[config.mk]
export PLATFORM = sky130hd
export DESIGN_NAME = rms_current_meter_core_flat
export DESIGN_NICKNAME = d
export VERILOG_FILES = /design/src/hdl/rcm_pkg.sv /design/src/hdl/rcm_if.sv /design/src/hdl/rms_current_meter_core.sv /design/src/flat_wrapper.sv
export SDC_FILE = /design/constraint.sdc
export NUM_CORES = 2
export LEC_CHECK = 0
export ABC_AREA = 1
export BUFFER_PORTS_ARGS = -buffer_cell sky130_fd_sc_hd__buf_2
export CAP_MARGIN = 20
export CORE_AREA = 2 2 263 265
export CTS_CLUSTER_DIAMETER = 30
export CTS_CLUSTER_SIZE = 30
export DETAILED_ROUTE_END_ITERATION = 10
export DIE_AREA = 0 0 265 267
export PLACE_DENSITY = 0.83
export SLEW_MARGIN = 0
export SYNTH_ARGS = -nofsm -noshare
export SYNTH_HDL_FRONTEND = slang
export SYNTH_SLANG_ARGS = --single-unit
[constraint.sdc]
create_clock -name clk -period 8.5 [get_ports clk]
set_input_delay 1.7 -clock clk [delete_from_list [all_inputs] [get_ports clk]]
set_output_delay 1.7 -clock clk [all_outputs]
set_load 0.05 [all_outputs]
[src/hdl/rcm_pkg.sv]
// Shared constants, types and the control-store program of the RMS current meter.
`timescale 1ns / 1ps

package rcm_pkg;

  // Field and register widths
  localparam int AdcBits     = 12;
  localparam int FracBits    = 12;
  localparam int OffsetBits  = AdcBits + FracBits;
  localparam int MagBits     = AdcBits + 4;
  localparam int WindowBits  = 16;
  localparam int GainBits    = 24;
  localparam int SumBits     = 50;
  localparam int RootBits    = SumBits / 2;
  localparam int ProdBits    = RootBits + GainBits;
  localparam int CurrentBits = 32;
  localparam int CountsBits  = 16;
  localparam int CfgBits     = 24;
  localparam int CfgIdxBits  = 1;

  // Iteration counts of the shared divide and square-root steps
  localparam int DivSteps  = SumBits;
  localparam int SqrtSteps = RootBits;
  localparam int IterBits  = $clog2(DivSteps);

  // Reset values of the state and the registers
  localparam logic [OffsetBits-1:0] OffsetReset = OffsetBits'(1) << (OffsetBits - 1);
  localparam logic [WindowBits-1:0] WindowReset = WindowBits'(30000);
  localparam logic [GainBits-1:0]   GainReset   = GainBits'(5856);

  // Configuration register indexes
  localparam logic [CfgIdxBits-1:0] RegWindowLength = 1'b0;
  localparam logic [CfgIdxBits-1:0] RegCurrentGain  = 1'b1;

  // Datapath operations, one per control word
  typedef enum logic [3:0] {
    OP_TAKE,
    OP_OFFSET,
    OP_MAG,
    OP_SQUARE,
    OP_ACCUM,
    OP_DIV_INIT,
    OP_DIV_STEP,
    OP_SQRT_INIT,
    OP_SQRT_STEP,
    OP_GAIN,
    OP_EMIT
  } op_t;

  // How the step counter moves on
  typedef enum logic [2:0] {
    COND_NEXT,
    COND_WAIT_IN,
    COND_LOOP,
    COND_END,
    COND_WAIT_OUT
  } cond_t;

  typedef logic [3:0] step_t;

  // Program addresses
  localparam step_t StepTake     = 4'd0;
  localparam step_t StepOffset   = 4'd1;
  localparam step_t StepMag      = 4'd2;
  localparam step_t StepSquare   = 4'd3;
  localparam step_t StepAccum    = 4'd4;
  localparam step_t StepDivInit  = 4'd5;
  localparam step_t StepDiv      = 4'd6;
  localparam step_t StepSqrtInit = 4'd7;
  localparam step_t StepSqrt     = 4'd8;
  localparam step_t StepGain     = 4'd9;
  localparam step_t StepEmit     = 4'd10;

  typedef struct packed {
    op_t   op;
    cond_t cond;
    step_t target;
  } ctrl_t;

  // Control store: one word per step
  function automatic ctrl_t micro_word(step_t pc);
    ctrl_t w;
    unique case (pc)
      StepTake:     w = '{op: OP_TAKE,      cond: COND_WAIT_IN,  target: StepOffset};
      StepOffset:   w = '{op: OP_OFFSET,    cond: COND_NEXT,     target: StepMag};
      StepMag:      w = '{op: OP_MAG,       cond: COND_NEXT,     target: StepSquare};
      StepSquare:   w = '{op: OP_SQUARE,    cond: COND_NEXT,     target: StepAccum};
      StepAccum:    w = '{op: OP_ACCUM,     cond: COND_END,      target: StepDivInit};
      StepDivInit:  w = '{op: OP_DIV_INIT,  cond: COND_NEXT,     target: StepDiv};
      StepDiv:      w = '{op: OP_DIV_STEP,  cond: COND_LOOP,     target: StepSqrtInit};
      StepSqrtInit: w = '{op: OP_SQRT_INIT, cond: COND_NEXT,     target: StepSqrt};
      StepSqrt:     w = '{op: OP_SQRT_STEP, cond: COND_LOOP,     target: StepGain};
      StepGain:     w = '{op: OP_GAIN,      cond: COND_NEXT,     target: StepEmit};
      StepEmit:     w = '{op: OP_EMIT,      cond: COND_WAIT_OUT, target: StepTake};
      default:      w = '{op: OP_TAKE,      cond: COND_NEXT,     target: StepTake};
    endcase
    return w;
  endfunction

endpackage

[src/hdl/rcm_if.sv]
// Valid/ready channels for ADC sample requests and RMS result requests.
`timescale 1ns / 1ps

interface rcm_sample_if;
  logic                       valid;
  logic                       ready;
  logic [rcm_pkg::AdcBits-1:0] adc_sample;

  modport source (output valid, output adc_sample, input ready);
  modport sink (input valid, input adc_sample, output ready);
endinterface

interface rcm_result_if;
  logic                            valid;
  logic                            ready;
  logic [rcm_pkg::CurrentBits-1:0] rms_current;
  logic [rcm_pkg::CountsBits-1:0]  rms_counts;

  modport source (output valid, output rms_current, output rms_counts, input ready);
  modport sink (input valid, input rms_current, input rms_counts, output ready);
endinterface

[src/hdl/rms_current_meter_core.sv]
// Top level of the RMS current meter: microcoded sequencer over a shared datapath.
`timescale 1ns / 1ps

// Channel   Dir  Payload                      Handshake
// sample    in   adc_sample[11:0]             sample.valid / sample.ready
// result    out  rms_current[31:0],           result.valid / result.ready
//                rms_counts[15:0]
// cfg       in   cfg_index[0], cfg_data[23:0] cfg_we, no wait
//
// A sample passes through the control-store steps take, offset, magnitude,
// square and accumulate. The sample that closes a window then also runs the
// bit-serial divide of the 50-bit sum and the bit-pair square root to a 25-bit
// root, plus setup, gain product and load of the output register.
// Reset is synchronous; it restores the offset to mid-scale and clears the sum.
// The output register holds a result until taken; the sequencer stalls at the
// load step when a previous result is still waiting, and waits at the take step for a sample.

module rms_current_meter_core (
  input  logic                             clk,
  input  logic                             rst,
  rcm_sample_if.sink                       sample,
  rcm_result_if.source                     result,
  input  logic                             cfg_we,
  input  logic [rcm_pkg::CfgIdxBits-1:0]   cfg_index,
  input  logic [rcm_pkg::CfgBits-1:0]      cfg_data
);

  // Sequencer state
  rcm_pkg::step_t                 pc;
  rcm_pkg::step_t                 pc_next;
  rcm_pkg::ctrl_t                 cw;
  logic [rcm_pkg::IterBits-1:0]   iter;

  // Configuration and block state
  logic [rcm_pkg::WindowBits-1:0] window_length;
  logic [rcm_pkg::GainBits-1:0]   current_gain;
  logic [rcm_pkg::OffsetBits-1:0] dc_offset;
  logic [rcm_pkg::SumBits-1:0]    square_sum;
  logic [rcm_pkg::WindowBits-1:0] sample_count;

  // Datapath registers
  logic [rcm_pkg::AdcBits-1:0]    sample_reg;
  logic [rcm_pkg::MagBits-1:0]    mag;
  logic [rcm_pkg::ProdBits-1:0]   product;
  logic [rcm_pkg::WindowBits-1:0] divisor;
  logic [rcm_pkg::WindowBits-1:0] rem;
  logic [rcm_pkg::SumBits-1:0]    quo;
  logic [rcm_pkg::RootBits:0]     sq_rem;
  logic [rcm_pkg::RootBits-1:0]   root;

  // Output register
  logic                           out_valid;
  logic [rcm_pkg::CurrentBits-1:0] out_current;
  logic [rcm_pkg::CountsBits-1:0] out_counts;

  // Combinational datapath signals
  logic                           take;
  logic                           out_free;
  logic [rcm_pkg::OffsetBits-1:0] scaled;
  logic signed [rcm_pkg::OffsetBits:0] diff;
  logic signed [rcm_pkg::OffsetBits:0] offset_step;
  logic [rcm_pkg::OffsetBits:0]   offset_sum;
  logic signed [rcm_pkg::MagBits:0] filt;
  logic [rcm_pkg::MagBits:0]      filt_abs;
  logic [rcm_pkg::RootBits-1:0]   mult_a;
  logic [rcm_pkg::GainBits-1:0]   mult_b;
  logic [rcm_pkg::WindowBits:0]   count_wide;
  logic [rcm_pkg::WindowBits-1:0] count_plus;
  logic [rcm_pkg::WindowBits-1:0] limit;
  logic                           window_end;
  logic [rcm_pkg::WindowBits:0]   div_sh;
  logic [rcm_pkg::WindowBits:0]   div_diff;
  logic                           div_ge;
  logic [rcm_pkg::RootBits+2:0]   sq_sh;
  logic [rcm_pkg::RootBits+2:0]   sq_trial;
  logic [rcm_pkg::RootBits+2:0]   sq_diff;
  logic                           sq_ge;
  logic [rcm_pkg::ProdBits-5:0]   amps;

  assign cw       = rcm_pkg::micro_word(pc);
  assign take     = sample.valid && sample.ready;
  assign out_free = !out_valid || result.ready;

  assign sample.ready       = (cw.op == rcm_pkg::OP_TAKE);
  assign result.valid       = out_valid;
  assign result.rms_current = out_current;
  assign result.rms_counts  = out_counts;

  // Offset filter step and offset-removed sample in Q13.4
  always_comb begin
    scaled      = {sample_reg, {rcm_pkg::FracBits{1'b0}}};
    diff        = $signed({1'b0, scaled}) - $signed({1'b0, dc_offset});
    offset_step = diff >>> rcm_pkg::AdcBits;
    offset_sum  = {1'b0, dc_offset} + offset_step;
    filt        = (rcm_pkg::MagBits+1)'(diff >>> (rcm_pkg::FracBits - 4));
    filt_abs    = filt[rcm_pkg::MagBits] ? (rcm_pkg::MagBits+1)'(-filt) : filt;
  end

  // Shared multiplier operands: magnitude squared, or root times gain
  always_comb begin
    if (cw.op == rcm_pkg::OP_GAIN) begin
      mult_a = root;
      mult_b = current_gain;
    end else begin
      mult_a = rcm_pkg::RootBits'(mag);
      mult_b = rcm_pkg::GainBits'(mag);
    end
  end

  // Window bookkeeping: the sample count wraps, a zero window acts as one
  always_comb begin
    count_wide = {1'b0, sample_count} + 1'b1;
    count_plus = count_wide[rcm_pkg::WindowBits-1:0];
    limit      = (window_length == '0) ? rcm_pkg::WindowBits'(1) : window_length;
    window_end = (count_plus == '0) || (count_plus >= limit);
  end

  // One restoring divide step and one square-root bit-pair step
  always_comb begin
    div_sh   = {rem, quo[rcm_pkg::SumBits-1]};
    div_ge   = div_sh >= {1'b0, divisor};
    div_diff = div_sh - {1'b0, divisor};
    sq_sh    = {sq_rem, quo[rcm_pkg::SumBits-1 -: 2]};
    sq_trial = {1'b0, root, 2'b01};
    sq_ge    = sq_sh >= sq_trial;
    sq_diff  = sq_sh - sq_trial;
    amps     = product[rcm_pkg::ProdBits-1:4];
  end

  // Step counter sequencing
  always_comb begin
    pc_next = pc;
    case (cw.cond)
      rcm_pkg::COND_NEXT:     pc_next = cw.target;
      rcm_pkg::COND_WAIT_IN:  pc_next = take ? cw.target : pc;
      rcm_pkg::COND_LOOP:     pc_next = (iter != '0) ? pc : cw.target;
      rcm_pkg::COND_END:      pc_next = window_end ? cw.target : rcm_pkg::StepTake;
      rcm_pkg::COND_WAIT_OUT: pc_next = out_free ? cw.target : pc;
      default:                pc_next = rcm_pkg::StepTake;
    endcase
  end

  // Sequencer, datapath and state registers
  always_ff @(posedge clk) begin
    if (rst) begin
      pc            <= rcm_pkg::StepTake;
      iter          <= '0;
      out_valid     <= 1'b0;
      window_length <= rcm_pkg::WindowReset;
      current_gain  <= rcm_pkg::GainReset;
      dc_offset     <= rcm_pkg::OffsetReset;
      square_sum    <= '0;
      sample_count  <= '0;
    end else begin
      pc <= pc_next;

      // Configuration writes
      if (cfg_we) begin
        case (cfg_index)
          rcm_pkg::RegWindowLength: window_length <= cfg_data[rcm_pkg::WindowBits-1:0];
          rcm_pkg::RegCurrentGain:  current_gain  <= cfg_data[rcm_pkg::GainBits-1:0];
          default: ;
        endcase
      end

      // Result request leaves when the sink takes it, unless the load step refills it
      if (out_valid && result.ready && (cw.op != rcm_pkg::OP_EMIT)) begin
        out_valid <= 1'b0;
      end

      unique case (cw.op)
        rcm_pkg::OP_TAKE: begin
          if (take) begin
            sample_reg <= sample.adc_sample;
          end
        end
        rcm_pkg::OP_OFFSET: begin
          dc_offset <= offset_sum[rcm_pkg::OffsetBits-1:0];
        end
        rcm_pkg::OP_MAG: begin
          mag <= filt_abs[rcm_pkg::MagBits-1:0];
        end
        rcm_pkg::OP_SQUARE: begin
          product <= mult_a * mult_b;
        end
        rcm_pkg::OP_ACCUM: begin
          square_sum   <= square_sum + rcm_pkg::SumBits'(product);
          sample_count <= count_plus;
        end
        rcm_pkg::OP_DIV_INIT: begin
          quo          <= square_sum;
          rem          <= '0;
          divisor      <= (sample_count == '0) ? rcm_pkg::WindowBits'(1) : sample_count;
          iter         <= rcm_pkg::IterBits'(rcm_pkg::DivSteps - 1);
          square_sum   <= '0;
          sample_count <= '0;
        end
        rcm_pkg::OP_DIV_STEP: begin
          rem  <= div_ge ? div_diff[rcm_pkg::WindowBits-1:0] : div_sh[rcm_pkg::WindowBits-1:0];
          quo  <= {quo[rcm_pkg::SumBits-2:0], div_ge};
          iter <= iter - 1'b1;
        end
        rcm_pkg::OP_SQRT_INIT: begin
          sq_rem <= '0;
          root   <= '0;
          iter   <= rcm_pkg::IterBits'(rcm_pkg::SqrtSteps - 1);
        end
        rcm_pkg::OP_SQRT_STEP: begin
          sq_rem <= sq_ge ? sq_diff[rcm_pkg::RootBits:0] : sq_sh[rcm_pkg::RootBits:0];
          root   <= {root[rcm_pkg::RootBits-2:0], sq_ge};
          quo    <= {quo[rcm_pkg::SumBits-3:0], 2'b00};
          iter   <= iter - 1'b1;
        end
        rcm_pkg::OP_GAIN: begin
          product <= mult_a * mult_b;
        end
        rcm_pkg::OP_EMIT: begin
          if (out_free) begin
            out_valid   <= 1'b1;
            out_current <= (|amps[rcm_pkg::ProdBits-5:rcm_pkg::CurrentBits])
                         ? '1 : amps[rcm_pkg::CurrentBits-1:0];
            out_counts  <= (|root[rcm_pkg::RootBits-1:rcm_pkg::CountsBits])
                         ? '1 : root[rcm_pkg::CountsBits-1:0];
          end
        end
        default: ;
      endcase
    end
  end

  // An accepted sample always moves the sequencer to the offset update.
  assert property (@(posedge clk) disable iff (rst)
    take |=> (pc == rcm_pkg::StepOffset))
    else $error("accepted sample did not start the offset update");

  // The divisor is never zero while the divide runs.
  assert property (@(posedge clk) disable iff (rst)
    (pc == rcm_pkg::StepDiv) |-> (divisor != '0))
    else $error("zero divisor during mean division");

  // Starting the divide clears the accumulator and the sample count.
  assert property (@(posedge clk) disable iff (rst)
    (pc == rcm_pkg::StepDivInit) |=> (square_sum == '0) && (sample_count == '0))
    else $error("window state not cleared at end of window");

  // A new result request appears only out of the load step.
  assert property (@(posedge clk) disable iff (rst)
    $rose(out_valid) |-> ($past(pc) == rcm_pkg::StepEmit))
    else $error("result loaded outside the load step");

endmodule

[src/flat_wrapper.sv]
// flat-port wrapper written by rule: the top's interface ports become plain ports
module rms_current_meter_core_flat 
  (clk, rst, cfg_we, cfg_index, cfg_data, sample_valid, sample_adc_sample, sample_ready, result_valid, result_rms_current, result_rms_counts, result_ready);
  rcm_sample_if sample_i ();
  rcm_result_if result_i ();
  input  logic clk;
  input  logic rst;
  input  logic cfg_we;
  input  logic [rcm_pkg::CfgIdxBits-1:0] cfg_index;
  input  logic [rcm_pkg::CfgBits-1:0] cfg_data;
  input wire logic [$bits(sample_i.valid)-1:0] sample_valid;
  input wire logic [$bits(sample_i.adc_sample)-1:0] sample_adc_sample;
  output wire logic [$bits(sample_i.ready)-1:0] sample_ready;
  output wire logic [$bits(result_i.valid)-1:0] result_valid;
  output wire logic [$bits(result_i.rms_current)-1:0] result_rms_current;
  output wire logic [$bits(result_i.rms_counts)-1:0] result_rms_counts;
  input wire logic [$bits(result_i.ready)-1:0] result_ready;
  assign sample_i.valid = sample_valid;
  assign sample_i.adc_sample = sample_adc_sample;
  assign sample_ready = sample_i.ready;
  assign result_valid = result_i.valid;
  assign result_rms_current = result_i.rms_current;
  assign result_rms_counts = result_i.rms_counts;
  assign result_i.ready = result_ready;
  rms_current_meter_core u_core (.clk(clk), .rst(rst), .sample(sample_i), .result(result_i), .cfg_we(cfg_we), .cfg_index(cfg_index), .cfg_data(cfg_data));
endmodule
==> flow_summary.json <==
{
  "rsz0062_at_grt": "false",
  "startpoint": "u_core.cw[7]",
  "ant_nets": 0,
  "fin_tns_setup_ps": 0,
  "yosysUniqueCellTypes": 56,
  "maxSlewHeadroom": 0.2718,
  "arrival_ps": 8550,
  "wl_per_cell_um": 20.05,
  "critPathCapture": "u_core.product[37]",
  "max_freq_ghz": 0.1226,
  "fin_crit_sh": 0.9600,
  "final.fill_count": 5348,
  "crit_type": "reg -> reg",
  "ys_seq_area_frac": 0.2464,
  "ys.flop_type": "edfxtp_1",
  "ff_latch_area_um2": 10790,
  "largest_registers": "u_core.quo x50, u_core.square_sum x50, u_core.product x49",
  "fin_skew_ps": 46.91,
  "worstReg2RegEnd": "u_core.product[37]",
  "drive_gt1_frac": 0.07204,
  "cts.sinks": 410,
  "dp_hpwl_mm": 104.2,
  "final_common_cell": "inv_1",
  "synthCells": 5469,
  "ys_ff_latch": 410,
  "num_vias": 38060,
  "final_core_util": 0.7121,
  "ctsLongestPathBuffers": 3,
  "synthesis.nets": 6348,
  "max_stage_delay_ps": 560,
  "wl_mm": 131.0,
  "drv_cap": 0,
  "setup_viol_count_final": 0,
  "syn_area_per_cell_um2": 8.008,
  "synth.cell_area_um2": 43790,
  "cp-start-kind": "flip-flop",
  "first_iter_violations": 3666,
  "regToRegStartpoint": "u_core.cw[7]",
  "port_buffers": 91,
  "cp_max_fo": 9,
  "core_um2": 67990,
  "insertion_delay_ps": 640,
  "synth_edf_count": 258,
  "synth.largest_area_cell": "fa_1",
  "placed_cells": 6367,
  "cts-root-buf": "clkbuf_16",
  "fin_cells": 6533,
  "route.detailed.drc": 0,
  "die-area_um2": 70760,
  "grt_pass1_wl_mm": 204.9,
  "yosysWarnings": 0,
  "yosysTopAreaCellShare": 0.2318,
  "layout_common_cells": "inv_1 (1104), nand2_1 (1047), nor2_1 (637)",
  "drv_slew": 0,
  "syn_to_final_growth_pct": 10.54,
  "grt_overflow_total": 0,
  "numCtsBuffers": 86,
  "cp_common_cell": "inv_1",
  "critical_path_buf_inv_count": 11,
  "path_depth": 33,
  "grt_max_degree": 78,
  "cts_tree": "built",
  "finalCriticalPeriod_ps": 8160,
  "antenna_found_initial": 1,
  "clk_pin_slew_worst_paths_ps": 50,
  "die_x_um": 265,
  "synthArstFlopShare": 0,
  "outcome": "finished clean",
  "row_count": 96,
  "crit_family": "adder cells",
  "reg2reg_slack_ps": 340,
  "multi_input_comb_area_um2": 28250,
  "die_h_um": 267,
  "grt_usage": 0.3732,
  "num_io_pins": 92,
  "htree_levels": 3,
  "slowest_stage": "fa_1",
  "nNetsFinal": 6455,
  "start_util": 0.6442,
  "place_congestion": 1.038,
  "synthTopCellsByArea": "fa_1 (23%), edfxtp_1 (18%), inv_1 (9.5%)",
  "viasPerCell": 5.825,
  "grt_pass1_vias": 38260,
  "first_pass_iters": 9,
  "min_path_type": "reg -> reg",
  "final-hold-violation-count": 0,
  "worstMarginPinSlew_ps": 1089,
  "crit_required_ps": 8890,
  "cp-end-kind": "flip-flop",
  "r2r_cells": 33
}
[metal layers]
| metal | routed length [µm] | track usage | vias up | share of wire |
|---|---|---|---|---|
| li1 | - | - | 17440 | - |
| met1 | 49270 | 0.4611 | 18130 | 0.38 |
| met2 | 60880 | 0.6180 | 1986 | 0.46 |
| met3 | 12870 | 0.07787 | 496 | 0.098 |
| met4 | 7986 | 0.1990 | 0 | 0.061 |
| met5 | 0 | 0 | - | 0 |
[kinds of logic after synthesis]
family | synth area share
buffers and inverters | 0.1104
AO/OA/AOI/OAI | 0.1091
adder cells (fa/ha/maj) | 0.3260
AND/OR/NAND/NOR | 0.1835
flip-flops | 0.2464
XOR/XNOR | 0.02457
[what timing repair did]
item | 4_1_cts | 5_1_grt
resized for setup | 0 | 14
endpoints found under the setup margin | 0 | 12
buffers inserted | 0 | 2
hold buffers | 0 | 0
hold endpoints to repair | 0 | 0
[stage by stage]
step | hold WS [ps] | instance area, µm² | setup slack, ps
floorplan | 428.4 | 43790 | 1302
global placement | 437.1 | 45360 | 399.0
detailed placement | 452.8 | 45360 | 286.1
CTS | 468.6 | 48350 | 209.6
global route | 476.6 | 48410 | 5.471
finish | 470.3 | 48410 | 340.0
[synthesized netlist by cell type (2+ instances only)]
master        n
o22ai_1       5
clkbuf_1    120
buf_4         2
xnor2_1      56
buf_2        20
nor2_4        4
o21ai_2      15
o2111ai_1     3
a21boi_0      9
o211ai_1     23
nor4_1       17
nor2_1      639
o21ai_1      12
nand2_4       6
clkinv_1     22
nand3_2       4
dfxtp_1     152
or2_2        19
o21bai_1     16
o21ai_0     266
nand4_1      34
a21oi_1     370
nand2_2      10
buf_1         2
and3_1        3
nand3b_1      9
nor3_1       35
a31oi_1      25
nor2_2       13
inv_2         5
xor2_1       65
o21a_1       11
fa_1        507
a211oi_1      8
ha_1        330
o311ai_0      2
a21o_1       19
nand2_1    1047
nand3_1     134
o221ai_1     50
edfxtp_1    258
inv_1      1108
[worst min-delay path, stage by stage (launching register included)]
cell     delay (ps)
dfxtp_1         330
nand2_1          60
nand3_1          50
[final cells by class]
type,instances,area share
Antenna cell,1,0.00005169
Clock buffer,103,0.04748
Clock inverter,59,0.01440
Inverter,1135,0.08824
Multi-Input combinational cell,3780,0.5835
Sequential cell,410,0.2229
Tap cell,882,0.02280
Timing Repair Buffer,163,0.02062
[worst min path at each step]
stage	start	end	depth (start not counted)	slack (ps)
2_1_floorplan	u_core.dc_offset[23]	u_core.dc_offset[23]	2	430
3_3_place_gp	u_core.dc_offset[23]	u_core.dc_offset[23]	2	440
3_5_place_dp	u_core.dc_offset[23]	u_core.dc_offset[23]	2	450
4_1_cts	u_core.dc_offset[23]	u_core.dc_offset[23]	2	470
5_1_grt	u_core.dc_offset[23]	u_core.dc_offset[23]	2	480
6_report	u_core.dc_offset[23]	u_core.dc_offset[23]	2	470
Power is not shown: default switching activity piles up to over one toggle a cycle in this logic, so the estimate is an artifact.
